==> src/sqvg_pkg.sv <==
// ----------------------------------------------------------------------------
// sqvg_pkg: shared types and constants of the sphere quad vertex generator
// Widths, register indexes, reset values, stage records and the builder of
// the quarter-wave sine table.
// ----------------------------------------------------------------------------
`default_nettype none

package sqvg_pkg;

  // Sizes
  localparam int SINE_TABLE_DEPTH = 1024;
  localparam int INDEX_BITS       = 10;
  localparam int ANGLE_W          = 16;
  localparam int COORD_W          = 16;
  localparam int MAG_W            = 15;
  localparam int RADIUS_W         = 15;
  localparam int CFG_INDEX_W      = 2;
  localparam int CFG_DATA_W       = 16;
  localparam int CORNER_W         = 2;
  localparam int QUEUE_DEPTH      = 2;

  // Register indexes
  localparam logic [CFG_INDEX_W-1:0] REG_RADIUS       = 2'd0;
  localparam logic [CFG_INDEX_W-1:0] REG_POLAR_STEP   = 2'd1;
  localparam logic [CFG_INDEX_W-1:0] REG_AZIMUTH_STEP = 2'd2;

  // Register reset values
  localparam logic [RADIUS_W-1:0] RADIUS_RESET       = 15'd16384;
  localparam logic [ANGLE_W-1:0]  POLAR_STEP_RESET   = 16'd328;
  localparam logic [ANGLE_W-1:0]  AZIMUTH_STEP_RESET = 16'd655;

  localparam logic [CORNER_W-1:0] LAST_CORNER = 2'd3;

  // pi/2 in Q30
  localparam logic [63:0] HALF_PI_Q30 = 64'd1686629713;

  // Angles of one quad: two polar and two azimuth angles
  typedef struct packed {
    logic [ANGLE_W-1:0] p0;
    logic [ANGLE_W-1:0] p1;
    logic [ANGLE_W-1:0] a0;
    logic [ANGLE_W-1:0] a1;
  } angles_t;

  typedef logic signed [COORD_W-1:0] trig_val_t;

  // Signed sine and cosine of the four angles of one quad
  typedef struct packed {
    trig_val_t sp0;
    trig_val_t cp0;
    trig_val_t sp1;
    trig_val_t cp1;
    trig_val_t sa0;
    trig_val_t ca0;
    trig_val_t sa1;
    trig_val_t ca1;
  } trig_set_t;

  // Hand-over from the lookup sequencer to the vertex datapath
  typedef struct packed {
    logic      load;
    trig_set_t set;
  } trig_load_t;

  typedef logic [MAG_W-1:0] sine_rom_t [0:SINE_TABLE_DEPTH];

  // Quarter-wave sine table, 11th order Taylor series in Q30
  function automatic sine_rom_t build_sine_table();
    sine_rom_t       tab;
    longint unsigned x;
    longint unsigned x2;
    longint unsigned term;
    longint unsigned v;
    longint          sum;
    for (int k = 0; k <= SINE_TABLE_DEPTH; k++) begin
      x    = (64'(k) * HALF_PI_Q30) / 64'(SINE_TABLE_DEPTH);
      x2   = (x * x) >> 30;
      term = x;
      sum  = longint'(x);
      for (int n = 1; n <= 5; n++) begin
        term = ((term * x2) >> 30) / 64'((2 * n) * (2 * n + 1));
        if (n[0]) begin
          sum = sum - longint'(term);
        end else begin
          sum = sum + longint'(term);
        end
      end
      if (sum < 0) begin
        sum = 0;
      end
      v = (64'(sum) * 64'd32768 + (64'd1 << 29)) >> 30;
      if (v > 64'd32767) begin
        v = 64'd32767;
      end
      tab[k] = MAG_W'(v);
    end
    return tab;
  endfunction

endpackage

`default_nettype wire

==> src/sqvg_queue.sv <==
// ----------------------------------------------------------------------------
// sqvg_queue: short queue between front and back
// Buffers quad angle records so the input side keeps taking items while
// the back end is stalled, until the queue is full.
// ----------------------------------------------------------------------------
`default_nettype none

module sqvg_queue (
  input  wire logic              clk_i,
  input  wire logic              rst_ni,
  input  wire logic              push_i,
  input  wire sqvg_pkg::angles_t push_data_i,
  output logic                   full_o,
  input  wire logic              pop_i,
  output logic                   head_valid_o,
  output sqvg_pkg::angles_t      head_data_o
);

  localparam int PTR_W = (sqvg_pkg::QUEUE_DEPTH > 1) ? $clog2(sqvg_pkg::QUEUE_DEPTH) : 1;
  localparam int CNT_W = $clog2(sqvg_pkg::QUEUE_DEPTH + 1);

  sqvg_pkg::angles_t slot_q [sqvg_pkg::QUEUE_DEPTH];
  logic [PTR_W-1:0]  wr_ptr_q;
  logic [PTR_W-1:0]  wr_ptr_d;
  logic [PTR_W-1:0]  rd_ptr_q;
  logic [PTR_W-1:0]  rd_ptr_d;
  logic [CNT_W-1:0]  count_q;
  logic [CNT_W-1:0]  count_d;

  function automatic logic [PTR_W-1:0] next_ptr(input logic [PTR_W-1:0] ptr);
    if (ptr == PTR_W'(sqvg_pkg::QUEUE_DEPTH - 1)) begin
      return '0;
    end
    return ptr + 1'b1;
  endfunction

  assign full_o       = (count_q == CNT_W'(sqvg_pkg::QUEUE_DEPTH));
  assign head_valid_o = (count_q != '0);
  assign head_data_o  = slot_q[rd_ptr_q];

  // Advance pointers and fill count
  always_comb begin
    wr_ptr_d = push_i ? next_ptr(wr_ptr_q) : wr_ptr_q;
    rd_ptr_d = pop_i ? next_ptr(rd_ptr_q) : rd_ptr_q;
    count_d  = count_q;
    if (push_i && !pop_i) begin
      count_d = count_q + 1'b1;
    end else if (pop_i && !push_i) begin
      count_d = count_q - 1'b1;
    end
  end

  always_ff @(posedge clk_i or negedge rst_ni) begin
    if (!rst_ni) begin
      wr_ptr_q <= '0;
      rd_ptr_q <= '0;
      count_q  <= '0;
    end else begin
      wr_ptr_q <= wr_ptr_d;
      rd_ptr_q <= rd_ptr_d;
      count_q  <= count_d;
    end
  end

  // Store pushed record
  always_ff @(posedge clk_i) begin
    if (push_i) begin
      slot_q[wr_ptr_q] <= push_data_i;
    end
  end

endmodule

`default_nettype wire

==> config.mk <==
export PLATFORM = sky130hd
export DESIGN_NAME = sqvg_queue
export DESIGN_NICKNAME = d
export VERILOG_FILES = /design/src/sqvg_pkg.sv /design/src/sqvg_queue.sv
export SDC_FILE = /design/constraint.sdc
export NUM_CORES = 1
export LEC_CHECK = 0
export BUFFER_PORTS_ARGS = -buffer_cell sky130_fd_sc_hd__buf_2
export CAP_MARGIN = 20
export CORE_ASPECT_RATIO = 1.1
export CORE_MARGIN = 8
export CORE_UTILIZATION = 52
export DETAILED_ROUTE_END_ITERATION = 10
export GPL_ROUTABILITY_DRIVEN = 0
export PLACE_DENSITY = 0.89
export SKIP_LAST_GASP = 1
export SLEW_MARGIN = 40
export SYNTH_ARGS = -nofsm -noshare
export SYNTH_HDL_FRONTEND = slang
export SYNTH_SLANG_ARGS = --single-unit
==> constraint.sdc <==
create_clock -name clk_i -period 5.1 [get_ports clk_i]
set_input_delay 0 -clock clk_i [delete_from_list [all_inputs] [get_ports clk_i]]
set_output_delay 0 -clock clk_i [all_outputs]
set_load 0.1 [all_outputs]
=== After elaboration in Yosys (flattened, before gate mapping) ===
Memories as Yosys holds them, arrays and structs flattened.
Index checks and enable logic that the tools add are counted.

* Flip-flop bits (word level): 4
* RAM bits: 128
* Input port bits: 68
* Output and inout bits: 66
* Memories kept: 1

* Add/sub/neg operators: 4
* Equal/unequal tests: 1
* Multiplexer cells: 10
* Reduce and logical (&&, ||, !) cells: 6

{| class="wikitable"
|+ Memories
! memory !! depth !! bits a word !! rd ports !! clocked after memory_dff !! write ports !! RTL line !! text
|-
| slot_q || 2 || 64 || 1 || 0 || 1 || sqvg_queue.sv:22 || <nowiki>sqvg_pkg::angles_t slot_q [sqvg_pkg::QUEUE_DEPTH];</nowiki>
|}

{| class="wikitable"
|+ Operators with widths
! operator !! count
|-
| $mux 1 || 8
|-
| $mux 2 || 2
|-
| $reduce_bool 2->1 || 2
|-
| $add 1x1->1 const B || 2
|-
| $add 2x1->2 const B || 1
|-
| $eq 2x2->1 const B || 1
|-
| $logic_and 1x1->1 || 2
|-
| $logic_not 1->1 || 2
|-
| $sub 2x1->2 const B || 1
|}

=== Depth between registers and ports, before layout ===
Gate-level depths: netlist (run 1).

* Depth after elaboration: 4
* Depth in mapped cells: 5
* Mapped depth without buffers: 5

=== Worst setup path after synthesis (run 1) ===
No wires, ideal clock.

* Kind: flip-flop to flip-flop
* From: register wr_ptr_q
* To: memory slot_q[0][0] (netlist bit), enable pin
* Library setup time: 0.494 ns
* Arrival time: 3.247 ns
* Slack: 1.359 ns
* Stages on the path, launching flop included: 2
* Period minus slack after synthesis: 3.741 ns
* Cells stage by stage: dfrtp_1 -> nor2b_1

{| class="wikitable"
|+ RTL lines
! item !! RTL line !! text
|-
| start, declared || sqvg_queue.sv:23 || <nowiki>logic [PTR_W-1:0] wr_ptr_q;</nowiki>
|-
| start signal, assigned || sqvg_queue.sv:59 || <nowiki>wr_ptr_q <= wr_ptr_d;</nowiki>
|-
| end, declared || sqvg_queue.sv:22 ||
|}

Straight into the memory's write port.

==> impl_metrics.py, run 1 <==
metrics = {
    "die": {
        "io_pins": 134,
        "die_w_um": 110,
        "die_y_um": 119,
        "rows": 37,
        "core_um2": 9350,
        "dieArea_um2": 13000,
        "initial_utilization_pct": 53.6,
    },
    "timing": {
        "finalSetupViolCount": 0,
        "layout_setup_ws_ns": 3.09,
        "rsz0062_at_grt": "false",
        "finClkSkew_ns": 0.00602,
        "fin_crit_sh_pct": 39.4,
        "max_freq_mhz": 497,
        "hold_violations": 0,
        "maxSlewViolCount": 0,
        "slew_headroom_pct": 62.8,
        "worst_pin_slew_ns": 0.558,
        "period_minus_slack_ns": 2.01,
        "final.setup.tns_ns": 0,
    },
    "placed_design": {
        "postPlaceCellArea_um2": 5810,
        "dp_slack_ns": 3.02,
        "dp_hpwl_mm": 6.15,
        "io_buffer_count": 133,
    },
    "yosys": {
        "yosysSeqAreaShare_pct": 78.7,
        "synth_seq_cells": 132,
        "ys_warn_count": 0,
        "synth_area_leaders": "edfxtp_1 (77%), mux2_4 (15%), mux2_2 (3.1%)",
        "synth_area_um2": 5010,
        "avgSynthCellArea_um2": 23.3,
        "synth_top_cell_area_share_pct": 76.7,
        "syn_nets": 284,
        "synth.largest_area_cell": "edfxtp_1",
        "synth_cell_types": 14,
        "synthCells": 215,
    },
    "drt": {
        "drt-total-wl_mm": 10.1,
        "num_vias": 2744,
        "wl_per_cell_um": 17.9,
        "drt_iter0_drc": 91,
        "drcViolationCount": 0,
        "ant_nets": 0,
        "via_per_inst": 4.87,
        "first_pass_iters": 4,
    },
    "cts": {
        "cts-htree-levels": 4,
        "cts_root_buffer": "clkbuf_8",
        "clock_latency_ns": 0.51,
        "postCtsHoldBufs": 68,
        "cts.sinks": 132,
        "clockBufferDepth": 2,
        "clk_pin_slew_ns": 0.06,
        "cts_setup_buffers": 0,
        "cts_buffers": 17,
        "post_cts_resized": 0,
        "cts_tree": "done",
    },
    "critical_path": {
        "path_cells": "buf_12 -> mux2_2 -> buf_2",
        "critPathCaptureType": "output pin",
        "critPathArrivalTime_ns": 2.01,
        "timing_worst_setup_path_type": "register to output pin",
        "slowest_stage": "dfrtp_4",
        "cp.required_ns": 5.10,
        "critPathMaxStageDelay_ns": 0.54,
        "start_kind": "register",
        "worst-path-max-fanout": 30,
    },
    "flow_run": {
        "maxCapViolCount": 0,
    },
    "final_layout": {
        "drive_above_1_share_pct": 52.7,
        "area_growth_pct": 42.0,
        "final_common_cell": "buf_2",
        "fin_area_um2": 7120,
        "nets": 502,
        "final_cell_mix": "buf_2 (133), edfxtp_1 (128), dlygate4sd3_1 (68)",
    },
    "grt": {
        "grt_max_degree": 65,
        "gr-total-overflow": 0,
        "grt_pass1_wl_mm": 15.5,
        "grt_pass1_vias": 3068,
        "grt_usage_pct": 15.8,
        "antenna_found_initial": 1,
    },
    "status": {
        "outcome": "finished, final reports clean",
    },
    "worst_hold_path": {
        "hold_path_class": "input port to register",
    },
}
synthesized netlist by cell type:
| cell type | instances |
|---|---|
| mux2_2 | 14 |
| xor2_1 | 4 |
| mux2_4 | 50 |
| and2_1 | 1 |
| buf_6 | 6 |
| inv_1 | 1 |
| xnor2_1 | 1 |
| buf_2 | 1 |
| or2_2 | 1 |
| ha_1 | 1 |
| nor2_1 | 1 |
| edfxtp_1 | 128 |
| dfrtp_1 | 4 |
| nor2b_1 | 2 |
sequential cells by signal, indices dropped and copies added, names as in the netlist:
signal    count
slot_q      128
wr_ptr_q      1
rd_ptr_q      1
count_q       2
logic make-up after synthesis:
logic type | share of synthesized area, %
DFF | 78.7
xor gates and xnor gates | 0.873
muxes | 18.1
adders and majority gates | 0.250
and+or+nand+nor | 0.574
buffers and inverters | 1.52
layer usage:
layer | wire, um | track usage (%) | share of wire, %
met3 | 737 | 5.83 | 7.3
met4 | 134 | 6.26 | 1.3
met1 | 3800 | 16.3 | 38
met2 | 5420 | 28.0 | 54
met5 | 0 | 0 | 0
cell type report:
class / instances / area [um^2]
inverter: 1 / 3.75
fill: 522 / 2230
sequential: 132 / 3950
timing repair buffer: 206 / 1430
multi-input combinational: 75 / 1000
clock inverter: 10 / 133
antenna: 1 / 2.50
tap: 117 / 146
clock buffer: 22 / 453
critical path, delay by kind of cell, from the launching register on:
kind | cells | cell delay (ns)
multiplexers | 1 | 0.37
flip-flops | 1 | 0.54
buffers and inverters | 2 | 0.55
path summary, 6_finish.rpt:
kind	startpoint	end	slack (ns)	cells after the start
max	rd_ptr_q	head_data_o[50]	3.09	3
min	push_data_i[28]	slot_q[1][28]	0.22	2
max reg2reg	wr_ptr_q	slot_q[0][34]	3.20	3
min reg2reg	count_q[1]	count_q[1]	0.54	1
max in group asynchronous	rst_ni	rd_ptr_q	4.48	3
min in group asynchronous	rst_ni	rd_ptr_q	0.41	3
metrics by stage:
stage,instances,utilization [%],hold slack (ns)
finish,564,76.1,0.215
global route,564,76.1,0.195
CTS,561,75.7,0.190
detailed placement,461,62.2,-0.185
global placement,459,61.7,-0.190
floorplan,215,-,-0.296
Power of run 1 is left out: the tool's default activity adds up to more than one toggle a clock period on the data nets, which glitch-free logic cannot reach.
==> inputs of run 2 (changes only) <==
ABC_AREA = 1   (was default)
clock period = 1.9 ns   (was 5.1 ns; I/O delays follow)
==> run 2 against run 1 <==
Net effect:
- worst setup slack got worse by 3.0 ns
- global-route usage increased by 1.9 points
- register-to-register slack got worse by 2.7 ns
- cell count increased by 1.4%
- clock skew increased by 0.0079 ns
- utilization increased by 5.4 points
- sequential cell count unchanged
- non-clock buffer count increased by 1
- sequential share of layout area decreased by 4.0 points
- worst hold slack got worse by 0.0051 ns
- critical path type unchanged
==> impl_metrics.py, run 2 <==
metrics = {
    "yosys": {
        "synthCells": 224,
        "synth_common_cells": "edfxtp_1 (128), mux2_4 (50), mux2_2 (14)",
        "yosysMostFrequentCell": "edfxtp_1",
        "synth_area_leaders": "edfxtp_1 (76%), mux2_4 (15%), mux2_2 (3.1%)",
        "async_flop_share_pct": 3.03,
        "synth.largest_area_cell": "edfxtp_1",
        "synth_cell_types": 14,
        "synthFlopType": "edfxtp_1",
        "yosysSeqAreaShare_pct": 78.4,
        "ys_warn_count": 0,
        "avgSynthCellArea_um2": 22.5,
        "synth_top_cell_area_share_pct": 76.4,
        "synth_edf_count": 128,
        "synth_area_um2": 5030,
        "synth_seq_cells": 132,
        "syn_nets": 293,
    },
    "drt": {
        "drcViolationCount": 0,
        "first_pass_iters": 6,
        "num_vias": 2817,
        "wl_per_cell_um": 19.7,
        "drt-total-wl_mm": 11.3,
        "ant_nets": 0,
        "drt_iter0_drc": 118,
        "via_per_inst": 4.92,
    },
    "cts": {
        "clk_pin_slew_ns": 0.06,
        "clockBufferDepth": 2,
        "cts_tree": "done",
        "cts_buffers": 17,
        "clock_latency_ns": 0.51,
        "cts-htree-levels": 4,
        "cts_setup_buffers": 0,
        "cts_root_buffer": "clkbuf_8",
        "cts.sinks": 132,
    },
    "critical_path": {
        "critPathMaxStageDelay_ns": 0.50,
        "ff2ff_setup_slack_ns": 0.55,
        "path_cells": "buf_12 -> mux2_4 -> buf_2",
        "slowest_stage": "dfrtp_4",
        "critPathArrivalTime_ns": 1.85,
        "reg2reg_to": "slot_q[1][7]",
        "cp.required_ns": 1.90,
        "start_kind": "register",
        "r2r_cells": 3,
        "worst-path-max-fanout": 32,
        "critPathCaptureType": "output pin",
        "reg2reg_from": "wr_ptr_q",
        "timing_worst_setup_path_type": "register to output pin",
    },
    "grt": {
        "grt_usage_pct": 17.7,
        "grt_pass1_wl_mm": 16.9,
        "grt_pass1_vias": 3220,
        "grt_max_degree": 39,
        "antenna_found_initial": 0,
        "gr-total-overflow": 0,
    },
    "final_layout": {
        "final_common_cell": "edfxtp_1",
        "area_growth_pct": 52.4,
        "drive_above_1_share_pct": 50.8,
        "instances_no_fill": 572,
        "largest_register_ffs": 128,
        "top_regs": "slot_q x128, count_q x2",
        "nets": 512,
        "antenna_cells": 0,
        "top_register": "slot_q",
        "final_cell_mix": "edfxtp_1 (128), buf_2 (71), dlygate4sd3_1 (68)",
    },
    "timing": {
        "final.setup.tns_ns": 0,
        "finalSetupViolCount": 0,
        "fin_crit_sh_pct": 97.2,
        "max_freq_mhz": 542,
        "maxSlewViolCount": 0,
        "layout_setup_ws_ns": 0.0537,
        "worst_pin_slew_ns": 0.497,
        "finClkSkew_ns": 0.0139,
        "hold_violations": 0,
        "slew_headroom_pct": 67.1,
        "period_minus_slack_ns": 1.85,
        "rsz0062_at_grt": "false",
    },
    "placed_design": {
        "io_buffer_count": 133,
        "dp_hpwl_mm": 6.85,
        "dp_slack_ns": 0.521,
        "placed_cells": 473,
    },
    "die": {
        "die_w_um": 110,
        "io_pins": 134,
        "die_y_um": 119,
        "dieArea_um2": 13100,
        "rows": 37,
        "initial_utilization_pct": 53.5,
        "core_um2": 9400,
    },
    "worst_hold_path": {
        "worstHoldPathCells": 2,
        "hold_end": "slot_q[1][55]",
        "hold_path_class": "input port to register",
        "min_from": "push_data_i[55]",
    },
    "status": {
        "outcome": "finished, final reports clean",
    },
    "flow_run": {
        "maxCapViolCount": 0,
    },
}
==> run 2: changes by cell type after synthesis, sizes merged <==
cell	before	now
nand4	0	1
nand2	0	6
nor2b	2	0
inv	1	7
and2	1	0
nor2	1	2
or2	1	0
nand3	0	1
xor2	4	2
==> run 2: metal layers <==
metal / part of all wire [%] / up-vias / GRT usage (%)
li1: - / 1312 / -
met1: 35 / 1384 / 16.9
met2: 57 / 104 / 33.1
met3: 6.5 / 17 / 6.20
met4: 1.6 / 0 / 7.02
met5: 0 / - / 0
==> run 2: final cells by class <==
class / instances / area [um^2]
repair buffers: 207 / 1980
clock inverters: 12 / 139
well taps: 117 / 146
inverters: 7 / 30.0
fillers: 463 / 1730
multi-input cells: 78 / 996
flip-flops and latches: 132 / 3950
clock buffers: 19 / 422
==> run 2: worst max-delay path by stage <==
| stage | from | endpoint | slack, ns | depth (start not counted) |
|---|---|---|---|---|
| floorplan | wr_ptr_q | slot_q[1][0] | 0.06 | 2 |
| global placement | rd_ptr_q | head_data_o[48] | 0.54 | 3 |
| detailed placement | rd_ptr_q | head_data_o[41] | 0.52 | 3 |
| CTS | rd_ptr_q | head_data_o[26] | 0.0009 | 3 |
| global route | rd_ptr_q | head_data_o[63] | 0.002 | 3 |
| finish | rd_ptr_q | head_data_o[63] | 0.05 | 3 |
==> run 2: cells by family (layout without fill, tap and decap cells) <==
group / after synthesis / in the layout / synth area share (%)
buffers and inverters: 14 / 245 / 1.96
and+or+nand+nor: 10 / 10 / 0.821
xor gates and xnor gates: 3 / 3 / 0.522
DFF: 132 / 132 / 78.4
muxes: 64 / 64 / 18.1
adders and majority gates: 1 / 1 / 0.249
==> run 2: critical path: cells and delay by family, from the launching register on <==
| family | cells | cell delay [ns] |
|---|---|---|
| buffers and inverters | 2 | 0.61 |
| DFF | 1 | 0.50 |
| muxes | 1 | 0.21 |
==> run 2: timing repair <==
item                                    4_1_cts  5_1_grt
hold buffers                                 68        0
endpoints found under the setup margin       16       14
gates resized for setup                      16       14
gates cloned                                  0        0
hold endpoints to repair                    135        0
==> run 2: metrics by stage <==
step	hold WS, ns	utilization, %	instance area [um^2]
after floorplan	-0.296	-	5040
after global placement	-0.187	67.6	6350
after detailed placement	-0.177	67.6	6350
after CTS	0.181	81.2	7630
after global routing	0.186	81.6	7660
final	0.210	81.6	7660
Power of run 2 is left out for the same reason.
