## src/sqvg_pkg.sv

```systemverilog
// ----------------------------------------------------------------------------
// sqvg_pkg: shared types and constants of the sphere quad vertex generator
// Widths, register indexes, reset values, stage records and the builder of
// the quarter-wave sine table.
// ----------------------------------------------------------------------------
`default_nettype none

package sqvg_pkg;

  // Sizes
  localparam int SINE_TABLE_DEPTH = 1024;
  localparam int INDEX_BITS       = 10;
  localparam int ANGLE_W          = 16;
  localparam int COORD_W          = 16;
  localparam int MAG_W            = 15;
  localparam int RADIUS_W         = 15;
  localparam int CFG_INDEX_W      = 2;
  localparam int CFG_DATA_W       = 16;
  localparam int CORNER_W         = 2;
  localparam int QUEUE_DEPTH      = 2;

  // Register indexes
  localparam logic [CFG_INDEX_W-1:0] REG_RADIUS       = 2'd0;
  localparam logic [CFG_INDEX_W-1:0] REG_POLAR_STEP   = 2'd1;
  localparam logic [CFG_INDEX_W-1:0] REG_AZIMUTH_STEP = 2'd2;

  // Register reset values
  localparam logic [RADIUS_W-1:0] RADIUS_RESET       = 15'd16384;
  localparam logic [ANGLE_W-1:0]  POLAR_STEP_RESET   = 16'd328;
  localparam logic [ANGLE_W-1:0]  AZIMUTH_STEP_RESET = 16'd655;

  localparam logic [CORNER_W-1:0] LAST_CORNER = 2'd3;

  // pi/2 in Q30
  localparam logic [63:0] HALF_PI_Q30 = 64'd1686629713;

  // Angles of one quad: two polar and two azimuth angles
  typedef struct packed {
    logic [ANGLE_W-1:0] p0;
    logic [ANGLE_W-1:0] p1;
    logic [ANGLE_W-1:0] a0;
    logic [ANGLE_W-1:0] a1;
  } angles_t;

  typedef logic signed [COORD_W-1:0] trig_val_t;

  // Signed sine and cosine of the four angles of one quad
  typedef struct packed {
    trig_val_t sp0;
    trig_val_t cp0;
    trig_val_t sp1;
    trig_val_t cp1;
    trig_val_t sa0;
    trig_val_t ca0;
    trig_val_t sa1;
    trig_val_t ca1;
  } trig_set_t;

  // Hand-over from the lookup sequencer to the vertex datapath
  typedef struct packed {
    logic      load;
    trig_set_t set;
  } trig_load_t;

  typedef logic [MAG_W-1:0] sine_rom_t [0:SINE_TABLE_DEPTH];

  // Quarter-wave sine table, 11th order Taylor series in Q30
  function automatic sine_rom_t build_sine_table();
    sine_rom_t       tab;
    longint unsigned x;
    longint unsigned x2;
    longint unsigned term;
    longint unsigned v;
    longint          sum;
    for (int k = 0; k <= SINE_TABLE_DEPTH; k++) begin
      x    = (64'(k) * HALF_PI_Q30) / 64'(SINE_TABLE_DEPTH);
      x2   = (x * x) >> 30;
      term = x;
      sum  = longint'(x);
      for (int n = 1; n <= 5; n++) begin
        term = ((term * x2) >> 30) / 64'((2 * n) * (2 * n + 1));
        if (n[0]) begin
          sum = sum - longint'(term);
        end else begin
          sum = sum + longint'(term);
        end
      end
      if (sum < 0) begin
        sum = 0;
      end
      v = (64'(sum) * 64'd32768 + (64'd1 << 29)) >> 30;
      if (v > 64'd32767) begin
        v = 64'd32767;
      end
      tab[k] = MAG_W'(v);
    end
    return tab;
  endfunction

endpackage

`default_nettype wire

```

## src/sqvg_vertex.sv

```systemverilog
// ----------------------------------------------------------------------------
// sqvg_vertex: corner sequencer and vertex datapath
// Steps through the four corners of a quad, scales by the radius, forms
// x, y and z with rounding and saturation, and drives the result register.
// ----------------------------------------------------------------------------
`default_nettype none

module sqvg_vertex (
  input  wire logic                               clk_i,
  input  wire logic                               rst_ni,
  input  wire logic [sqvg_pkg::RADIUS_W-1:0]      radius_i,
  input  wire sqvg_pkg::trig_load_t               trig_i,
  output logic                                    adv_o,
  output logic                                    out_valid_o,
  input  wire logic                               out_stall_i,
  output logic [sqvg_pkg::CORNER_W-1:0]           corner_o,
  output logic signed [sqvg_pkg::COORD_W-1:0]     coord_x_o,
  output logic signed [sqvg_pkg::COORD_W-1:0]     coord_y_o,
  output logic signed [sqvg_pkg::COORD_W-1:0]     coord_z_o,
  output logic                                    last_o
);

  localparam int COORD_W  = sqvg_pkg::COORD_W;
  localparam int CORNER_W = sqvg_pkg::CORNER_W;
  localparam int RS_W     = 2 * COORD_W;
  localparam int PROD_W   = RS_W + COORD_W;
  localparam int RND_W    = PROD_W + 1;
  localparam int LIM_W    = COORD_W + 1;
  localparam int SHIFT_W  = $clog2(PROD_W);

  localparam logic [LIM_W-1:0]   NEG_LIMIT = LIM_W'(1) << (COORD_W - 1);
  localparam logic [LIM_W-1:0]   POS_LIMIT = NEG_LIMIT - 1'b1;
  localparam logic [SHIFT_W-1:0] XY_SHIFT  = SHIFT_W'(30);
  localparam logic [SHIFT_W-1:0] Z_SHIFT   = SHIFT_W'(15);

  sqvg_pkg::trig_set_t       work_q;
  logic                      work_valid_q;
  logic                      work_valid_d;
  logic [CORNER_W-1:0]       corner_q;
  logic [CORNER_W-1:0]       corner_d;
  logic                      use_p1;
  sqvg_pkg::trig_val_t       sp;
  sqvg_pkg::trig_val_t       cp;
  sqvg_pkg::trig_val_t       sa;
  sqvg_pkg::trig_val_t       ca;
  logic signed [COORD_W-1:0] radius_s;
  logic signed [RS_W-1:0]    rs;
  logic signed [RS_W-1:0]    rc;
  logic                      a_valid_q;
  logic [CORNER_W-1:0]       a_corner_q;
  logic signed [RS_W-1:0]    a_rs_q;
  logic signed [RS_W-1:0]    a_rc_q;
  sqvg_pkg::trig_val_t       a_sa_q;
  sqvg_pkg::trig_val_t       a_ca_q;
  logic signed [PROD_W-1:0]  xp;
  logic signed [PROD_W-1:0]  yp;
  logic                      b_valid_q;
  logic [CORNER_W-1:0]       b_corner_q;
  logic signed [PROD_W-1:0]  b_xp_q;
  logic signed [PROD_W-1:0]  b_yp_q;
  logic [COORD_W-1:0]        b_z_q;
  logic                      out_valid_q;
  logic [CORNER_W-1:0]       out_corner_q;
  logic [COORD_W-1:0]        out_x_q;
  logic [COORD_W-1:0]        out_y_q;
  logic [COORD_W-1:0]        out_z_q;

  // Round half away from zero, then saturate to the coordinate range
  function automatic logic [COORD_W-1:0] round_sat(input logic signed [PROD_W-1:0] prod,
                                                   input logic [SHIFT_W-1:0] shift);
    logic [PROD_W-1:0] mag;
    logic [RND_W-1:0]  rnd;
    logic [LIM_W-1:0]  lim;
    mag = prod[PROD_W-1] ? PROD_W'(-prod) : PROD_W'(prod);
    rnd = (RND_W'(mag) + (RND_W'(1) << (shift - 1'b1))) >> shift;
    if (prod[PROD_W-1]) begin
      lim = (rnd > RND_W'(NEG_LIMIT)) ? NEG_LIMIT : rnd[LIM_W-1:0];
      return COORD_W'(LIM_W'(0) - lim);
    end
    lim = (rnd > RND_W'(POS_LIMIT)) ? POS_LIMIT : rnd[LIM_W-1:0];
    return lim[COORD_W-1:0];
  endfunction

  // Whole back end moves when the result register is free or drained
  assign adv_o = !out_valid_q || !out_stall_i;

  // Corner sequencer
  always_comb begin
    work_valid_d = work_valid_q;
    corner_d     = corner_q;
    if (adv_o && work_valid_q) begin
      corner_d = corner_q + 1'b1;
      if (corner_q == sqvg_pkg::LAST_CORNER) begin
        work_valid_d = 1'b0;
      end
    end
    if (trig_i.load) begin
      work_valid_d = 1'b1;
      corner_d     = '0;
    end
  end

  always_ff @(posedge clk_i or negedge rst_ni) begin
    if (!rst_ni) begin
      work_valid_q <= 1'b0;
      corner_q     <= '0;
      a_valid_q    <= 1'b0;
      b_valid_q    <= 1'b0;
      out_valid_q  <= 1'b0;
    end else begin
      work_valid_q <= work_valid_d;
      corner_q     <= corner_d;
      if (adv_o) begin
        a_valid_q   <= work_valid_q;
        b_valid_q   <= a_valid_q;
        out_valid_q <= b_valid_q;
      end
    end
  end

  always_ff @(posedge clk_i) begin
    if (trig_i.load) begin
      work_q <= trig_i.set;
    end
  end

  // Corners 1 and 2 use the next ring, corners 2 and 3 the next segment
  assign use_p1 = corner_q[0] ^ corner_q[1];
  assign sp = use_p1 ? work_q.sp1 : work_q.sp0;
  assign cp = use_p1 ? work_q.cp1 : work_q.cp0;
  assign sa = corner_q[1] ? work_q.sa1 : work_q.sa0;
  assign ca = corner_q[1] ? work_q.ca1 : work_q.ca0;

  assign radius_s = signed'({1'b0, radius_i});
  assign rs = RS_W'(radius_s) * RS_W'(sp);
  assign rc = RS_W'(radius_s) * RS_W'(cp);

  // Radius scaling stage
  always_ff @(posedge clk_i) begin
    if (adv_o) begin
      a_corner_q <= corner_q;
      a_rs_q     <= rs;
      a_rc_q     <= rc;
      a_sa_q     <= sa;
      a_ca_q     <= ca;
    end
  end

  assign xp = PROD_W'(a_rs_q) * PROD_W'(a_ca_q);
  assign yp = PROD_W'(a_rs_q) * PROD_W'(a_sa_q);

  // Azimuth product stage
  always_ff @(posedge clk_i) begin
    if (adv_o) begin
      b_corner_q <= a_corner_q;
      b_xp_q     <= xp;
      b_yp_q     <= yp;
      b_z_q      <= round_sat(PROD_W'(a_rc_q), Z_SHIFT);
    end
  end

  // Result register
  always_ff @(posedge clk_i) begin
    if (adv_o) begin
      out_corner_q <= b_corner_q;
      out_x_q      <= round_sat(b_xp_q, XY_SHIFT);
      out_y_q      <= round_sat(b_yp_q, XY_SHIFT);
      out_z_q      <= b_z_q;
    end
  end

  assign out_valid_o = out_valid_q;
  assign corner_o    = out_corner_q;
  assign coord_x_o   = signed'(out_x_q);
  assign coord_y_o   = signed'(out_y_q);
  assign coord_z_o   = signed'(out_z_q);
  assign last_o      = (out_corner_q == sqvg_pkg::LAST_CORNER);

endmodule

`default_nettype wire

```

## config.mk

```make
export PLATFORM = sky130hd
export DESIGN_NAME = sqvg_vertex
export DESIGN_NICKNAME = d
export VERILOG_FILES = /design/src/sqvg_pkg.sv /design/src/sqvg_vertex.sv
export SDC_FILE = /design/constraint.sdc
export NUM_CORES = 2
export LEC_CHECK = 0
export BUFFER_PORTS_ARGS = -buffer_cell sky130_fd_sc_hd__buf_2
export CAP_MARGIN = 20
export CELL_PAD_IN_SITES_DETAIL_PLACEMENT = 1
export CELL_PAD_IN_SITES_GLOBAL_PLACEMENT = 1
export CORE_ASPECT_RATIO = 1.75
export CORE_UTILIZATION = 52
export CTS_CLUSTER_SIZE = 10
export DETAILED_ROUTE_END_ITERATION = 12
export PLACE_DENSITY_LB_ADDON = 0.1
export SLEW_MARGIN = 20
export SYNTH_ARGS = -nofsm -noshare
export SYNTH_HDL_FRONTEND = slang
export SYNTH_SLANG_ARGS = --single-unit
```

## constraint.sdc

```tcl
create_clock -name clk_i -period 10.93 [get_ports clk_i]
set_input_delay 1.093 -clock clk_i [delete_from_list [all_inputs] [get_ports clk_i]]
set_output_delay 1.093 -clock clk_i [all_outputs]
set_load 0.1 [all_outputs]
```

---- After elaboration in Yosys (flattened, before gate mapping) ----
Index checks and enable logic that the tools add are counted.
word-level totals
  memory bits (read-only) ................. 0
  bits in registers ....................... 396
  output and inout port bits .............. 53
  memory bits (writable) .................. 0
  bits of input ports ..................... 147
  bits in latches ......................... 0
  logic and storage cells ................. 86
  memories ................................ 0
cells by class
  $mul .................................... 4
  multiplexer cells ....................... 30
  reductions and logical operators ........ 7
  equal/unequal tests ..................... 2
  bitwise logic cells ..................... 1
  add/sub/neg operators ................... 10
  $lt $le $gt $ge ......................... 6
  divide/modulo/power cells ............... 0
  shift operators ......................... 0
operator list
  operator                  number
  $mux W16                  16
  $mux W48                  3
  $add A48 B30 Y49 const B  2
  $mul A32 B16 Y48          2
  $neg A48 Y48              2
  $mul A16 B16 Y32          2
  $add A48 B15 Y49 const B  1
  $neg A32 Y48              1
  $sub A1 B16 Y16 const A   3
  $gt A19 B15 Y1 const B    2
  $gt A19 B16 Y1 const B    2
  $gt A34 B15 Y1 const B    1
  $gt A34 B16 Y1 const B    1
  $mux W1                   9
  $eq A2 B2 Y1 const B      2
  $mux W2                   2
  $reduce_bool A2 Y1        2
  $add A2 B1 Y2 const B     1
  $logic_not A1 Y1          2
  $reduce_and A2 Y1         1
  $logic_and A1 B1 Y1       1
  $logic_or A1 B1 Y1        1
  $xor A1 B1 Y1             1

---- Longest topological paths before layout ----
  depth after elaboration ................. 8
  gate-level depth with buffers ........... 30
  gate-level depth less buffers ........... 27

---- Worst setup path before layout ----
No wires, ideal clock.
  path kind ............................... input port to flip-flop
  from .................................... input port out_stall_i
  to ...................................... register corner_q[0]
  setup slack ............................. 2.346 ns
  library setup time ...................... 0.075 ns
  path buffers ............................ 0
  arrival time ............................ 8.509 ns
  stages on the path ...................... 4
  cells stage by stage .................... nand2_1 nand2_1 xor2_1 nor2_1
between the ends
  longest elaborated chain between the ends .. 4
RTL lines
  item                                 RTL line            RTL
  start: declaration                   sqvg_vertex.sv:15   input wire logic out_stall_i,
  $logic_not A1 Y1                     sqvg_vertex.sv:85   assign adv_o = !out_valid_q || !out_stall_i;
  $logic_or A1 B1 Y1                   sqvg_vertex.sv:85
  $logic_and A1 B1 Y1                  sqvg_vertex.sv:91   if (adv_o && work_valid_q) begin
  $reduce_bool A2 Y1 (no source line)  n/a
  end signal: assignment               sqvg_vertex.sv:112  corner_q <= corner_d;
  end: declaration                     sqvg_vertex.sv:39   logic [CORNER_W-1:0] corner_q;
No other way between the ends.
A chain may end at the register's enable or synchronous reset.

---- Worst setup path in the final report ----
  from .................................... register corner_q[1]
  to ...................................... register a_rc_q[30], data pin
between the ends
  longest elaborated chain between the ends .. 3
RTL lines
  item                    RTL line            RTL
  $xor A1 B1 Y1           sqvg_vertex.sv:128  assign use_p1 = corner_q[0] ^ corner_q[1];
  $mux W16                sqvg_vertex.sv:130  assign cp = use_p1 ? work_q.cp1 : work_q.cp0;
  $mul A16 B16 Y32        sqvg_vertex.sv:136  assign rc = RS_W'(radius_s) * RS_W'(cp);
  via rc[30]              sqvg_vertex.sv:48   logic signed [RS_W-1:0] rc;
  end signal: assignment  sqvg_vertex.sv:143  a_rc_q <= rc;
  end: declaration        sqvg_vertex.sv:52   logic signed [RS_W-1:0] a_rc_q;
The timed path passes the listed nets, and every way through them passes these cells.

==> results.sh <==
export IMPL_fill_cells=14900
export IMPL_drt_pre_antenna_iters=7
export IMPL_ctsRootBufferMaster="clkbuf_16"
export IMPL_cpMostUsedCell="fa_1"
export IMPL_tns_ns=0
export IMPL_max_freq_ghz=0.114
export IMPL_grt_busiest_layer="met2"
export IMPL_synthFlopType="edfxtp_1"
export IMPL_hold_viol=0
export IMPL_syn_nets=9162
export IMPL_yosysTopAreaCellShare=0.385
export IMPL_grtUsageMet2=0.615
export IMPL_core_mm2=0.132
export IMPL_syn_cell_area_mm2=0.0693
export IMPL_antenna_found_initial=2
export IMPL_grt_ovfl_total=0
export IMPL_synthTopCellsByCount="inv_1, fa_1, nand2_1, and2_1, ha_1"
export IMPL_cts_tree="yes"
export IMPL_grt_pass1_vias=59400
export IMPL_place_area_mm2=0.0719
export IMPL_cts_buffers=49
export IMPL_finalSetupViolations=0
export IMPL_clk_latency_ns=0.67
export IMPL_num_vias=50100
export IMPL_skew_ns=0.0337
export IMPL_synthTopCellsByArea="fa_1, edfxtp_1, ha_1, inv_1, and2_1"
export IMPL_drc=0
export IMPL_wl_per_cell_um=22.9
export IMPL_crit_path_max_fanout=35
export IMPL_synth_most_common_cell="inv_1"
export IMPL_period_share=0.806
export IMPL_ios=200
export IMPL_gr_usage_met1=0.309
export IMPL_synth_seq_cells=396
export IMPL_syn_avg_cell_area_um2=9.61
export IMPL_required_ns=11.32
export IMPL_holdWs_ns=0.254
export IMPL_dieHeight_um=485
export IMPL_rsz0062_at_grt="no"
export IMPL_cp_arrival_ns=9.20
export IMPL_slew_viol_final=0
export IMPL_critPathKind="reg2reg"
export IMPL_ys_types=87
export IMPL_synth_edf_count=390
export IMPL_htreeDepth=2
export IMPL_yosys_area_top_type="fa_1"
export IMPL_postCtsSetupBuffers=0
export IMPL_synthArstFlopShare=0.0152
export IMPL_clk_pin_slew_ns=0.06
export IMPL_synthCells=7206
export IMPL_hold_buffers=0
export IMPL_max_slew_worst_pin_slew_ns=1.18
export IMPL_cts_num_sinks=396
export IMPL_fin_nets=9180
export IMPL_place_hpwl_mm=164
export IMPL_cpMaxStageDelayCell="ha_1"
export IMPL_critical_path_startpoint="corner_q[1]"
export IMPL_grt_max_degree=123
export IMPL_fp_dieArea_mm2=0.135
export IMPL_hold_path_class="in2async"
export IMPL_setup_worst_path_end_class="register"
export IMPL_wl_mm=205
export IMPL_cts_resized=0
export IMPL_layout_drive_gt1_share=0.0655
export IMPL_yosysWarnings=0
export IMPL_port_buffers=199
export IMPL_cp_start_kind="register"
export IMPL_row_count=176
export IMPL_r2r_start="corner_q[1]"
export IMPL_fin_crit_ns=8.81
export IMPL_drv_cap=0
export IMPL_seq_area_frac_synth=0.171
export IMPL_die_x_um=278
export IMPL_cts_path_max_buffers=3
export IMPL_grt_pass1_wl_mm=324
export IMPL_ant_nets=0
export IMPL_slowest_delay_ns=0.97
export IMPL_initial_utilization=0.525
export IMPL_status="completed"
export IMPL_routed_via_density=5.61
export IMPL_gp_congestion=0.919
export IMPL_met3_usage=0.0277
export IMPL_relSlewSlack=0.215
export IMPL_grt_usage=0.315
export IMPL_area_delta_synth_final_pct=5.90
export IMPL_drt_first_iter_violations=2182
export IMPL_fin_area_mm2=0.0734
[path summary, 6_finish.rpt]
path                                to  slack [ns]  cells past startpoint
hold / removal               b_valid_q        0.25                      1
max in group asynchronous  corner_q[1]       10.50                      1
min in group clk_i         corner_o[0]        0.42                      0
setup / recovery            a_rc_q[30]        2.12                     26
hold reg to reg            corner_o[0]        0.42                      0
setup reg to reg            a_rc_q[30]        2.12                     26
[metal layers]
layer	part of all wire	vias up
met2	0.56	1180
met1	0.33	26300
met3	0.029	626
met5	0.000063	-
li1	-	22000
met4	0.077	2
[metrics by stage]
stage	setup slack (ns)	utilization	std cells
5_1_grt	1.55	0.556	8934
3_5_place_dp	2.08	0.545	8864
4_1_cts	2.01	0.556	8933
2_1_floorplan	2.35	-	7206
3_3_place_gp	2.22	0.545	8864
6_report	2.12	0.556	8934
[kinds of logic (layout without fill, tap and decap cells)]
group | Yosys count | count (layout) | synth area share
flops | 396 | 396 | 0.171
other cells | 0 | 1 | 0
mux | 80 | 80 | 0.0128
simple gates | 2179 | 2179 | 0.155
buf+inv | 1909 | 1945 | 0.104
xor+xnor | 236 | 236 | 0.0298
compound gates | 596 | 596 | 0.0569
fa+ha+maj | 1810 | 1810 | 0.471
[registers in the layout, summed over array words and instances, names as in the netlist]
signal	count
a_valid_q	1
b_corner_q	2
b_xp_q	48
coord_y_o	16
corner_q	2
a_corner_q	2
a_rc_q	32
a_sa_q	16
coord_x_o	16
b_valid_q	1
out_valid_o	1
coord_z_o	16
b_z_q	16
a_rs_q	32
a_ca_q	16
work_valid_q	1
b_yp_q	48
work_q	128
corner_o	2
[critical path, delay by kind of cell, from the launching register on]
family / cells / cell delay [ns]
AO/OA/AOI/OAI: 8 / 1.94
XOR/XNOR: 1 / 0.06
adder cells (fa/ha/maj): 8 / 4.35
buffers and inverters: 5 / 0.47
flip-flops: 1 / 0.38
multiplexers: 1 / 0.55
AND/OR/NAND/NOR: 3 / 0.77
[layout by cell type, fill, tap and decap left out, types with 9 or more instances in the layout]
master,n
o21bai_1,20
clkbuf_16,49
and3_1,30
nand3_1,59
buf_2,198
a211oi_1,22
o21a_1,25
nand2b_1,37
nor2_1,235
nand4_1,20
a21boi_0,11
nor4_1,29
and2_1,620
mux2i_1,15
or3_1,36
mux2_2,64
nand2_1,931
a21o_1,54
o21ai_0,102
or2_2,30
o211ai_1,10
buf_4,95
edfxtp_1,390
o41ai_1,11
ha_1,477
o31ai_1,22
xnor2_1,163
a22oi_1,11
o21ai_1,9
xor2_1,73
nor3_1,57
inv_1,1576
nor2b_1,53
a31oi_1,33
a211o_1,10
clkinv_1,10
a21oi_1,163
fa_1,1332
[area by class of cell]
cell class | count | area [um^2] | share of cell area
Timing Repair Buffer | 295 | 1740 | 0.0238
Tap cell | 1691 | 2120 | 0.0288
Clock buffer | 52 | 1240 | 0.0169
Inverter | 1581 | 5930 | 0.0809
Sequential cell | 396 | 11900 | 0.162
Clock inverter | 17 | 223 | 0.00304
Multi-Input combinational cell | 4901 | 50300 | 0.685
Antenna cell | 1 | 2.50 | 0.0000341
Power is left out: the tool's default activity adds up to more than one toggle a clock period on the data nets, which glitch-free logic cannot reach.
