**src/sqvg_pkg.sv**
```systemverilog
// ----------------------------------------------------------------------------
// sqvg_pkg: shared types and constants of the sphere quad vertex generator
// Widths, register indexes, reset values, stage records and the builder of
// the quarter-wave sine table.
// ----------------------------------------------------------------------------
`default_nettype none

package sqvg_pkg;

  // Sizes
  localparam int SINE_TABLE_DEPTH = 1024;
  localparam int INDEX_BITS       = 10;
  localparam int ANGLE_W          = 16;
  localparam int COORD_W          = 16;
  localparam int MAG_W            = 15;
  localparam int RADIUS_W         = 15;
  localparam int CFG_INDEX_W      = 2;
  localparam int CFG_DATA_W       = 16;
  localparam int CORNER_W         = 2;
  localparam int QUEUE_DEPTH      = 2;

  // Register indexes
  localparam logic [CFG_INDEX_W-1:0] REG_RADIUS       = 2'd0;
  localparam logic [CFG_INDEX_W-1:0] REG_POLAR_STEP   = 2'd1;
  localparam logic [CFG_INDEX_W-1:0] REG_AZIMUTH_STEP = 2'd2;

  // Register reset values
  localparam logic [RADIUS_W-1:0] RADIUS_RESET       = 15'd16384;
  localparam logic [ANGLE_W-1:0]  POLAR_STEP_RESET   = 16'd328;
  localparam logic [ANGLE_W-1:0]  AZIMUTH_STEP_RESET = 16'd655;

  localparam logic [CORNER_W-1:0] LAST_CORNER = 2'd3;

  // pi/2 in Q30
  localparam logic [63:0] HALF_PI_Q30 = 64'd1686629713;

  // Angles of one quad: two polar and two azimuth angles
  typedef struct packed {
    logic [ANGLE_W-1:0] p0;
    logic [ANGLE_W-1:0] p1;
    logic [ANGLE_W-1:0] a0;
    logic [ANGLE_W-1:0] a1;
  } angles_t;

  typedef logic signed [COORD_W-1:0] trig_val_t;

  // Signed sine and cosine of the four angles of one quad
  typedef struct packed {
    trig_val_t sp0;
    trig_val_t cp0;
    trig_val_t sp1;
    trig_val_t cp1;
    trig_val_t sa0;
    trig_val_t ca0;
    trig_val_t sa1;
    trig_val_t ca1;
  } trig_set_t;

  // Hand-over from the lookup sequencer to the vertex datapath
  typedef struct packed {
    logic      load;
    trig_set_t set;
  } trig_load_t;

  typedef logic [MAG_W-1:0] sine_rom_t [0:SINE_TABLE_DEPTH];

  // Quarter-wave sine table, 11th order Taylor series in Q30
  function automatic sine_rom_t build_sine_table();
    sine_rom_t       tab;
    longint unsigned x;
    longint unsigned x2;
    longint unsigned term;
    longint unsigned v;
    longint          sum;
    for (int k = 0; k <= SINE_TABLE_DEPTH; k++) begin
      x    = (64'(k) * HALF_PI_Q30) / 64'(SINE_TABLE_DEPTH);
      x2   = (x * x) >> 30;
      term = x;
      sum  = longint'(x);
      for (int n = 1; n <= 5; n++) begin
        term = ((term * x2) >> 30) / 64'((2 * n) * (2 * n + 1));
        if (n[0]) begin
          sum = sum - longint'(term);
        end else begin
          sum = sum + longint'(term);
        end
      end
      if (sum < 0) begin
        sum = 0;
      end
      v = (64'(sum) * 64'd32768 + (64'd1 << 29)) >> 30;
      if (v > 64'd32767) begin
        v = 64'd32767;
      end
      tab[k] = MAG_W'(v);
    end
    return tab;
  endfunction

endpackage

`default_nettype wire

```
**src/sqvg_front.sv**
```systemverilog
// ----------------------------------------------------------------------------
// sqvg_front: input side of the sphere quad vertex generator
// Holds the configuration registers, takes quad items and turns ring and
// segment indexes into the quad's polar and azimuth angles for the queue.
// ----------------------------------------------------------------------------
`default_nettype none

module sqvg_front (
  input  wire logic                                 clk_i,
  input  wire logic                                 rst_ni,
  input  wire logic                                 in_valid_i,
  output logic                                      in_stall_o,
  input  wire logic [sqvg_pkg::INDEX_BITS-1:0]      ring_index_i,
  input  wire logic [sqvg_pkg::INDEX_BITS-1:0]      segment_index_i,
  input  wire logic                                 cfg_valid_i,
  output logic                                      cfg_ready_o,
  input  wire logic [sqvg_pkg::CFG_INDEX_W-1:0]     cfg_index_i,
  input  wire logic [sqvg_pkg::CFG_DATA_W-1:0]      cfg_data_i,
  output logic [sqvg_pkg::RADIUS_W-1:0]             radius_o,
  input  wire logic                                 queue_full_i,
  output logic                                      push_o,
  output sqvg_pkg::angles_t                         push_data_o
);

  localparam int PROD_W = sqvg_pkg::INDEX_BITS + sqvg_pkg::ANGLE_W;

  logic [sqvg_pkg::RADIUS_W-1:0] radius_q;
  logic [sqvg_pkg::ANGLE_W-1:0]  polar_step_q;
  logic [sqvg_pkg::ANGLE_W-1:0]  azimuth_step_q;
  logic [PROD_W-1:0]             polar_prod;
  logic [PROD_W-1:0]             azimuth_prod;
  logic [sqvg_pkg::ANGLE_W-1:0]  p0;
  logic [sqvg_pkg::ANGLE_W-1:0]  a0;

  // Configuration writes, unknown indexes dropped
  assign cfg_ready_o = 1'b1;

  always_ff @(posedge clk_i or negedge rst_ni) begin
    if (!rst_ni) begin
      radius_q       <= sqvg_pkg::RADIUS_RESET;
      polar_step_q   <= sqvg_pkg::POLAR_STEP_RESET;
      azimuth_step_q <= sqvg_pkg::AZIMUTH_STEP_RESET;
    end else if (cfg_valid_i) begin
      case (cfg_index_i)
        sqvg_pkg::REG_RADIUS: begin
          radius_q <= cfg_data_i[sqvg_pkg::RADIUS_W-1:0];
        end
        sqvg_pkg::REG_POLAR_STEP: begin
          polar_step_q <= cfg_data_i;
        end
        sqvg_pkg::REG_AZIMUTH_STEP: begin
          azimuth_step_q <= cfg_data_i;
        end
        default: begin
        end
      endcase
    end
  end

  assign radius_o = radius_q;

  // Hold input while the queue is full
  assign in_stall_o = queue_full_i;
  assign push_o     = in_valid_i && !queue_full_i;

  // Angles wrap modulo one turn
  assign polar_prod   = PROD_W'(ring_index_i) * PROD_W'(polar_step_q);
  assign azimuth_prod = PROD_W'(segment_index_i) * PROD_W'(azimuth_step_q);
  assign p0 = polar_prod[sqvg_pkg::ANGLE_W-1:0];
  assign a0 = azimuth_prod[sqvg_pkg::ANGLE_W-1:0];

  assign push_data_o.p0 = p0;
  assign push_data_o.p1 = p0 + polar_step_q;
  assign push_data_o.a0 = a0;
  assign push_data_o.a1 = a0 + azimuth_step_q;

endmodule

`default_nettype wire

```
**config.mk**
```make
export PLATFORM = sky130hd
export DESIGN_NAME = sqvg_front
export DESIGN_NICKNAME = d
export VERILOG_FILES = /design/src/sqvg_pkg.sv /design/src/sqvg_front.sv
export SDC_FILE = /design/constraint.sdc
export NUM_CORES = 1
export LEC_CHECK = 0
export ABC_AREA = 1
export BUFFER_PORTS_ARGS = -buffer_cell sky130_fd_sc_hd__buf_2
export CAP_MARGIN = 10
export CELL_PAD_IN_SITES_DETAIL_PLACEMENT = 1
export CELL_PAD_IN_SITES_GLOBAL_PLACEMENT = 1
export CORE_MARGIN = 2
export CORE_UTILIZATION = 40
export CTS_CLUSTER_DIAMETER = 30
export CTS_CLUSTER_SIZE = 40
export DETAILED_ROUTE_END_ITERATION = 12
export GPL_TIMING_DRIVEN = 0
export PLACE_DENSITY = 0.81
export RECOVER_POWER = 50
export SYNTH_ARGS = -nofsm -noshare
export SYNTH_HDL_FRONTEND = slang
export SYNTH_SLANG_ARGS = --single-unit
```
**constraint.sdc**
```tcl
create_clock -name clk_i -period 7.72 [get_ports clk_i]
set_input_delay 0.386 -clock clk_i [delete_from_list [all_inputs] [get_ports clk_i]]
set_output_delay 0.386 -clock clk_i [all_outputs]
set_load 0.02 [all_outputs]
```
# Word level (Yosys, flattened, before mapping)
# Index checks and enable logic that the tools add are counted.
[word_totals]
word_cells = 15
latchBits = 0
reg_bits = 47
mem_bits_ro = 0
n_memories = 0
ramBits = 0
[op_classes]
bitwise = 0
div = 0
n_eq_ne = 2
muxes = 0
multipliers = 2
reduce_logical = 6
addsub = 2
n_shift = 0
magnitude_cmp = 0
[op_table]
columns = ["cell", "count"]
rows = [
  ["adder 16 bit", 2],
  ["multiplier 10 x 16 -> 16 bit", 2],
  ["AND reduction 2 bit", 3],
  ["equality test 2 x 1 -> 1 bit (second input constant)", 1],
  ["equality test 2 bit (second input constant)", 1],
  ["zero test 2 bit", 1],
  ["logical AND 1 bit", 1],
  ["zero test 1 bit", 1],
]

# Depth between registers and ports, before layout
# Gate-level depths: netlist (run 1).
[logic_depth]
ltp_word = 2
ltp_mapped = 32

# Least setup slack after synthesis (run 1)
# Ideal clock, no wire load.
[synth_timing]
kind = "input port to output port"
startpoint = "input segment_index_i[1] in the netlist's numbering"
endpoint = "output push_data_o[14] in the netlist's numbering"
slack_ps = 1298
required_ps = 7334
stages = 26
n_path_buf = 2
arrival_time_ps = 6036
cell_sequence = "clkbuf_2 -> clkbuf_1 -> nand2_1 -> fa_1 -> inv_1 -> fa_1 -> inv_1 -> fa_1 -> fa_1 -> fa_1 -> inv_1 -> ha_1 -> inv_1 -> o21bai_1 -> a21oi_1 -> nand2_1 -> nand2_1 -> nand2_1 -> a21oi_1 -> xor2_1 -> ha_1 -> a21oi_1 -> o221ai_1 -> a21oi_1 -> nand2_1 -> xor2_1"
[synth_lines]
columns = ["item", "line", "source"]
rows = [
  ["start, declared", "sqvg_front.sv:14", "input wire logic [sqvg_pkg::INDEX_BITS-1:0] segment_index_i,"],
  ["end, declared", "sqvg_front.sv:22", "output sqvg_pkg::angles_t push_data_o"],
]

==> impl_metrics.ini, run 1 <==
[drt]
wl_met1_mm = 13.0
wl_met3_mm = 1.23
top_layer = met4
avgViaCountPerCell = 5.02
drc = 0
dr_total_vias = 9293
drt_iter0_drcs = 386
detailedRoute.firstPassIterationCount = 4
route.met2.wl_mm = 16.3
wl_per_cell_um = 16.7
ant_nets = 0
route.final.wire_length_mm = 31.0

[status]
violations = max-capacitance violations, max-slew violations
run_status = finished, violations left

[setup_path]
timing.critical_path.slowest_cell_delay_ps = 580
cp_data_required_time_ps = 7330
critPathMaxFanout = 10
path_class = reg -> out
worst_path_max_delay_cell = sky130_fd_sc_hd__dfstp_2
critical_path.reg2reg.startpoint = azimuth_step_q[7]$_DFFE_PN1P_
worst_path_arrival_ps = 7060
critical_path.startpoint = azimuth_step_q[7]$_DFFE_PN1P_
critical_path_start_type = flop
worst_setup_path_end_kind = output pin
most_used_cell_along_the_critical_path = sky130_fd_sc_hd__inv_1

[global_route]
overflow = 0
grt_usage_pct = 24.0
grt_first_pass_wirelength_mm = 50.8
via_count_of_the_first_global_routing_pass = 10100
maximum_number_of_pins_on_one_net_before_global_route_repair = 48
initial_antenna_violation_count = 0

[die]
die_area_um2 = 26600
initial_core_util_pct = 40.5
io_pins = 125
floorplan.rows = 58
core_area_um2 = 25000
die_w_um = 163
die_height_um = 163

[timing]
final_max_slew_viol_count = 48
setup_tns_ps = 0
setup_viol = 0
timing.clock.skew_ps = 0
worst_slew_margin_rel_pct = -67.8
timing.final.crit_period_ps = 7440
finalHoldViolations = 0
rsz_0062_raised_after_global_routing = no
achievable-frequency_ghz = 0.134
finalCritPeriodShare_pct = 96.4
tightest_slew_ps = 2520

[yosys]
synth_top_cells_by_area = sky130_fd_sc_hd__fa_1 28%, sky130_fd_sc_hd__nand2_1 15%, sky130_fd_sc_hd__inv_1 14%
synth-main-ff-cell = sky130_fd_sc_hd__dfrtp_1
synth_seq_cells = 47
asyncSetResetFlopFracSynth_pct = 100
ys_top_cells_by_count = 402 x sky130_fd_sc_hd__nand2_1, 365 x sky130_fd_sc_hd__inv_1, 142 x sky130_fd_sc_hd__fa_1
yosysSeqAreaShare_pct = 11.7
cell_with_the_most_instances_after_synthesis = sky130_fd_sc_hd__nand2_1
post_synth_instance_area_um2 = 10100
synth_cell_types = 42
syn_inst = 1409
synth_top_area_cell = sky130_fd_sc_hd__fa_1
ys.warnings.count = 0
syn-mean-instance-area_um2 = 7.19
synth_fp_nets = 1684
count_of_flip_flops_with_a_built_in_enable_after_synthesis = 0
yosys.area.top_type_share_pct = 28.1

[place]
gp_congestion = 0.897
dp_hpwl_mm = 26.4
numPortBuffers = 112

[cts]
clkSinkCount = 47
ctsRootBufferMaster = sky130_fd_sc_hd__clkbuf_16
worstSkewPairLatency_ps = 290
clock_tree.htree_level_count = 2
cts_tree = built
cts_buffers = 5
cts-hold-fix-buffers = 0
ctsLongestPathBuffers = 2
clk_pin_slew_ps = 70

[hold_path]
hold_path.class = in -> reg
min_from = cfg_data_i[3]

[finish]
flow.area_growth_from_synthesis_pct = 11.2
final_layout_size_suffix_gt1_share_pct = 10.5
finish.net_count = 1796
num_antenna_cells = 0

[flow_run]
cap_violations = 1
## layer usage
layer / vias to the layer above / track usage (%)
met5: - / 0
li1: 4374 / -
met1: 4693 / 29.5
met3: 38 / 2.13
met4: 0 / 4.38
met2: 188 / 45.8
## what timing repair did
| action | 4_1_cts | 5_1_grt |
|---|---|---|
| setup buffers | 0 | 0 |
| gates resized for setup | 0 | 14 |
| endpoints found under the setup margin | 1 | 3 |
## worst max-delay path: cells and delay by family, from the launching register on
kind	cells	cell delay (ps)
fa+ha+maj	7	3200
compound gates	7	1350
buf+inv	8	890
flops	1	580
simple gates	6	570
xor+xnor	1	170
## flip-flops by register name, indices dropped and copies added (netlist names)
register and flops:
azimuth_step_q 16, polar_step_q 16, radius_o 15
## through the flow
stage	util [%]	instance area [um2]	worst slack, ps	hold WS [ps]	cells
2_1_floorplan	-	10100	1300	90.4	1409
3_3_place_gp	44.3	11100	314	466	1851
3_5_place_dp	44.3	11100	200	468	1851
4_1_cts	45.0	11300	103	333	1858
5_1_grt	45.0	11300	3.83	428	1852
6_report	45.0	11300	275	407	1852
## cell type report
| cell class | instances | area, um2 |
|---|---|---|
| Fill cell | 3293 | 13800 |
| Multi-Input combinational cell | 942 | 7330 |
| Buffer | 47 | 221 |
| Inverter | 366 | 1370 |
| Clock buffer | 6 | 139 |
| Timing Repair Buffer | 112 | 556 |
| Tap cell | 330 | 413 |
| Sequential cell | 47 | 1190 |
| Clock inverter | 2 | 35.0 |
## cells by family after synthesis
| kind of cell | after synthesis | synth area share (%) |
|---|---|---|
| buffers and inverters | 420 | 15.9 |
| other | 1 | 0.0370 |
| adder cells (fa/ha/maj) | 232 | 39.2 |
| AO/OA/AOI/OAI | 142 | 7.83 |
| AND/OR/NAND/NOR | 506 | 20.0 |
| flip-flops | 47 | 11.7 |
| XOR/XNOR | 61 | 5.35 |
## final timing paths
kind,endpoint,slack (ps),cells after the start
worst max-delay path,push_data_o[15],280,29
worst min-delay path,azimuth_step_q[3]$_DFFE_PN1P_,410,3
worst max register to register,azimuth_step_q[7]$_DFFE_PN1P_,6570,3
worst min register to register,radius_o[8]$_DFFE_PN0P_,490,2
max in group asynchronous,azimuth_step_q[10]$_DFFE_PN0P_,5420,1
min in group asynchronous,radius_o[12]$_DFFE_PN0P_,870,1
## cell usage in the layout, fill, tap and decap left out, types with 4 or more instances in the layout
| cell type | instances |
|---|---|
| sky130_fd_sc_hd__clkbuf_2 | 8 |
| sky130_fd_sc_hd__o21ai_0 | 65 |
| sky130_fd_sc_hd__nand3_1 | 49 |
| sky130_fd_sc_hd__xnor2_1 | 20 |
| sky130_fd_sc_hd__buf_4 | 5 |
| sky130_fd_sc_hd__nand3b_1 | 4 |
| sky130_fd_sc_hd__inv_1 | 365 |
| sky130_fd_sc_hd__a21oi_1 | 47 |
| sky130_fd_sc_hd__ha_1 | 90 |
| sky130_fd_sc_hd__dfstp_2 | 10 |
| sky130_fd_sc_hd__dfrtp_1 | 37 |
| sky130_fd_sc_hd__clkbuf_16 | 5 |
| sky130_fd_sc_hd__buf_2 | 118 |
| sky130_fd_sc_hd__o21bai_1 | 4 |
| sky130_fd_sc_hd__nor3_1 | 6 |
| sky130_fd_sc_hd__xor2_1 | 40 |
| sky130_fd_sc_hd__a31oi_1 | 7 |
| sky130_fd_sc_hd__clkbuf_1 | 27 |
| sky130_fd_sc_hd__fa_1 | 142 |
| sky130_fd_sc_hd__nand2_1 | 402 |
| sky130_fd_sc_hd__nor2_1 | 32 |
| sky130_fd_sc_hd__o2111ai_1 | 4 |
Power of run 1 is left out: the tool's default activity adds up to more than one toggle a clock period on the data nets, which glitch-free logic cannot reach.
==> run 2, diff against run 1 <==
--- a/config.mk
+++ b/config.mk
@@ -6,7 +6,6 @@
 export NUM_CORES = 1
 export LEC_CHECK = 0
 export ABC_AREA = 1
-export BUFFER_PORTS_ARGS = -buffer_cell sky130_fd_sc_hd__buf_2
 export CAP_MARGIN = 10
 export CELL_PAD_IN_SITES_DETAIL_PLACEMENT = 1
 export CELL_PAD_IN_SITES_GLOBAL_PLACEMENT = 1
@@ -15,8 +14,9 @@
 export CTS_CLUSTER_DIAMETER = 30
 export CTS_CLUSTER_SIZE = 40
 export DETAILED_ROUTE_END_ITERATION = 12
+export DONT_BUFFER_PORTS = 1
 export GPL_TIMING_DRIVEN = 0
-export PLACE_DENSITY = 0.81
+export PLACE_DENSITY = 0.76
 export RECOVER_POWER = 50
 export SYNTH_ARGS = -nofsm -noshare
 export SYNTH_HDL_FRONTEND = slang
==> constraint.sdc (replaced) <==
create_clock -name clk_i -period 8 [get_ports clk_i]
set_input_delay 0.4 -clock clk_i [delete_from_list [all_inputs] [get_ports clk_i]]
set_output_delay 0.4 -clock clk_i [all_outputs]
set_load 0.02 [all_outputs]
==> run 2 against run 1 <==
Compared with the run above:
- the run still ends with max-capacitance violations, max-slew violations left
- non-clock buffer count fell by 109
- critical path type unchanged
- global-route usage fell by 0.42 points
- via count fell by 5.7%
- worst hold slack got worse by 65 ps
- highest routed layer unchanged
- core utilization fell by 2.3 points
==> impl_metrics.ini, run 2 (same netlist as run 1, synthesis figures left out) <==
[status]
run_status = finished, violations left
violations = max-capacitance violations, max-slew violations

[global_route]
overflow = 0
grt_first_pass_wirelength_mm = 49.6
initial_antenna_violation_count = 0
via_count_of_the_first_global_routing_pass = 9657
maximum_number_of_pins_on_one_net_before_global_route_repair = 48
grt_usage_pct = 23.6

[timing]
tightest_slew_ps = 2560
timing.clock.skew_ps = 0
timing.final.crit_period_ps = 7570
worst_slew_margin_rel_pct = -70.7
achievable-frequency_ghz = 0.132
finalCritPeriodShare_pct = 94.6
rsz_0062_raised_after_global_routing = yes
setup_viol = 0
finalHoldViolations = 0
final_max_slew_viol_count = 48

[cts]
worstSkewPairLatency_ps = 290
ctsRootBufferMaster = sky130_fd_sc_hd__clkbuf_16
ctsLongestPathBuffers = 2
clk_pin_slew_ps = 60
clock_tree.htree_level_count = 2
clkSinkCount = 47
cts_buffers = 5
cts_tree = built
cts_setup_buffers = 0

[finish]
filler_cell_count = 3241
mostFrequentLayoutCells = 402 x sky130_fd_sc_hd__nand2_1, 365 x sky130_fd_sc_hd__inv_1, 142 x sky130_fd_sc_hd__fa_1
layoutNonFillerInstCount = 1743
final_layout_size_suffix_gt1_share_pct = 3.04
most_common_cell_after_layout_fill_and_taps_aside = sky130_fd_sc_hd__nand2_1
flow.area_growth_from_synthesis_pct = 5.47
sequential_cell_area_um2 = 1190
num_antenna_cells = 0
area_occupied_by_multi_input_gates_um2 = 7330
finish.net_count = 1687

[die]
initial_core_util_pct = 40.5
io_pins = 125
die_w_um = 163
floorplan.rows = 58
core_area_um2 = 25000
die_area_um2 = 26600
die_height_um = 163

[drt]
ant_nets = 0
dr_total_vias = 8759
wl_per_cell_um = 17.3
drt_iter0_drcs = 300
avgViaCountPerCell = 5.03
drc = 0
detailedRoute.firstPassIterationCount = 4
route.final.wire_length_mm = 30.1

[flow_run]
cap_violations = 1

[setup_path]
critPathMaxFanout = 12
cp_data_required_time_ps = 7600
path_class = reg -> out
worst_setup_path_end_kind = output pin
critical_path_start_type = flop
worst_path_arrival_ps = 7170

[place]
dp_hpwl_mm = 25.5
gp_congestion = 0.875
numPortBuffers = 0
post-place-cells = 1739

[hold_path]
hold_path.class = in -> reg
## run 2: cell types whose count changed in the layout (fill, tap and decap cells not counted), moves of 2 or more
cell,previous run,this run
sky130_fd_sc_hd__buf_2,118,11
sky130_fd_sc_hd__buf_4,5,3
sky130_fd_sc_hd__clkbuf_1,27,29
sky130_fd_sc_hd__dfstp_1,0,4
sky130_fd_sc_hd__dfstp_2,10,6
## run 2: metal layers
| layer | up-vias | routed length (um) | track usage (%) |
|---|---|---|---|
| met3 | 31 | 1130 | 2.62 |
| met4 | 0 | 337 | 3.54 |
| met1 | 4439 | 12800 | 28.9 |
| met5 | - | 0 | 0 |
| li1 | 4164 | - | - |
| met2 | 125 | 15900 | 45.1 |
## run 2: timing repair
item                       CTS  global route
hold buffers                 2             0
resized for setup            0            10
setup endpoints to repair    0             4
hold endpoints to repair    47             0
## run 2: final timing paths
kind	slack, ps	cells after the start	endpoint	from
hold / removal	340	2	azimuth_step_q[1]$_DFFE_PN1P_	cfg_data_i[1]
min in group asynchronous	1500	2	radius_o[8]$_DFFE_PN0P_	rst_ni
max in group asynchronous	5020	2	radius_o[6]$_DFFE_PN0P_	rst_ni
setup reg to reg	6740	3	azimuth_step_q[9]$_DFFE_PN1P_	azimuth_step_q[9]$_DFFE_PN1P_
hold reg to reg	550	2	radius_o[14]$_DFFE_PN1P_	radius_o[14]$_DFFE_PN1P_
setup / recovery	430	22	push_data_o[15]	azimuth_step_q[3]$_DFFE_PN1P_
## run 2: worst max-delay path: stages, from the launching register on
cell and delay [ps]:
sky130_fd_sc_hd__dfstp_1 920, sky130_fd_sc_hd__nand2_1 140, sky130_fd_sc_hd__fa_1 500, sky130_fd_sc_hd__fa_1 550, sky130_fd_sc_hd__inv_1 50, sky130_fd_sc_hd__fa_1 450, sky130_fd_sc_hd__fa_1 490, sky130_fd_sc_hd__inv_1 60
sky130_fd_sc_hd__fa_1 470, sky130_fd_sc_hd__inv_1 50, sky130_fd_sc_hd__ha_1 370, sky130_fd_sc_hd__nand2_1 100, sky130_fd_sc_hd__nor3_1 260, sky130_fd_sc_hd__a21o_1 210, sky130_fd_sc_hd__xor2_1 460, sky130_fd_sc_hd__ha_1 400
sky130_fd_sc_hd__a21oi_1 300, sky130_fd_sc_hd__o21ai_0 140, sky130_fd_sc_hd__a21bo_2 210, sky130_fd_sc_hd__a31oi_1 340, sky130_fd_sc_hd__inv_1 100, sky130_fd_sc_hd__nand3_1 100, sky130_fd_sc_hd__nand2_1 220
## run 2: stage by stage
stage	util, %	setup WS, ps	instance area [um2]	setup TNS, ps	hold WS [ps]
after floorplan	-	1550	10100	0	104
after global placement	42.1	604	10500	0	105
after detailed placement	42.1	518	10500	0	105
after CTS	42.9	219	10700	0	330
after global routing	42.7	-1.96	10700	-1.96	349
final	42.7	434	10700	0	341
## run 2: final cells by class
cell class	instances	area share, %
Buffer	48	2.00
Clock inverter	1	0.0820
Multi-Input combinational cell	942	68.6
Clock buffer	7	1.34
Inverter	366	12.9
Sequential cell	47	11.1
Tap cell	330	3.86
Timing Repair Buffer	2	0.129
Power of run 2 is left out for the same reason.
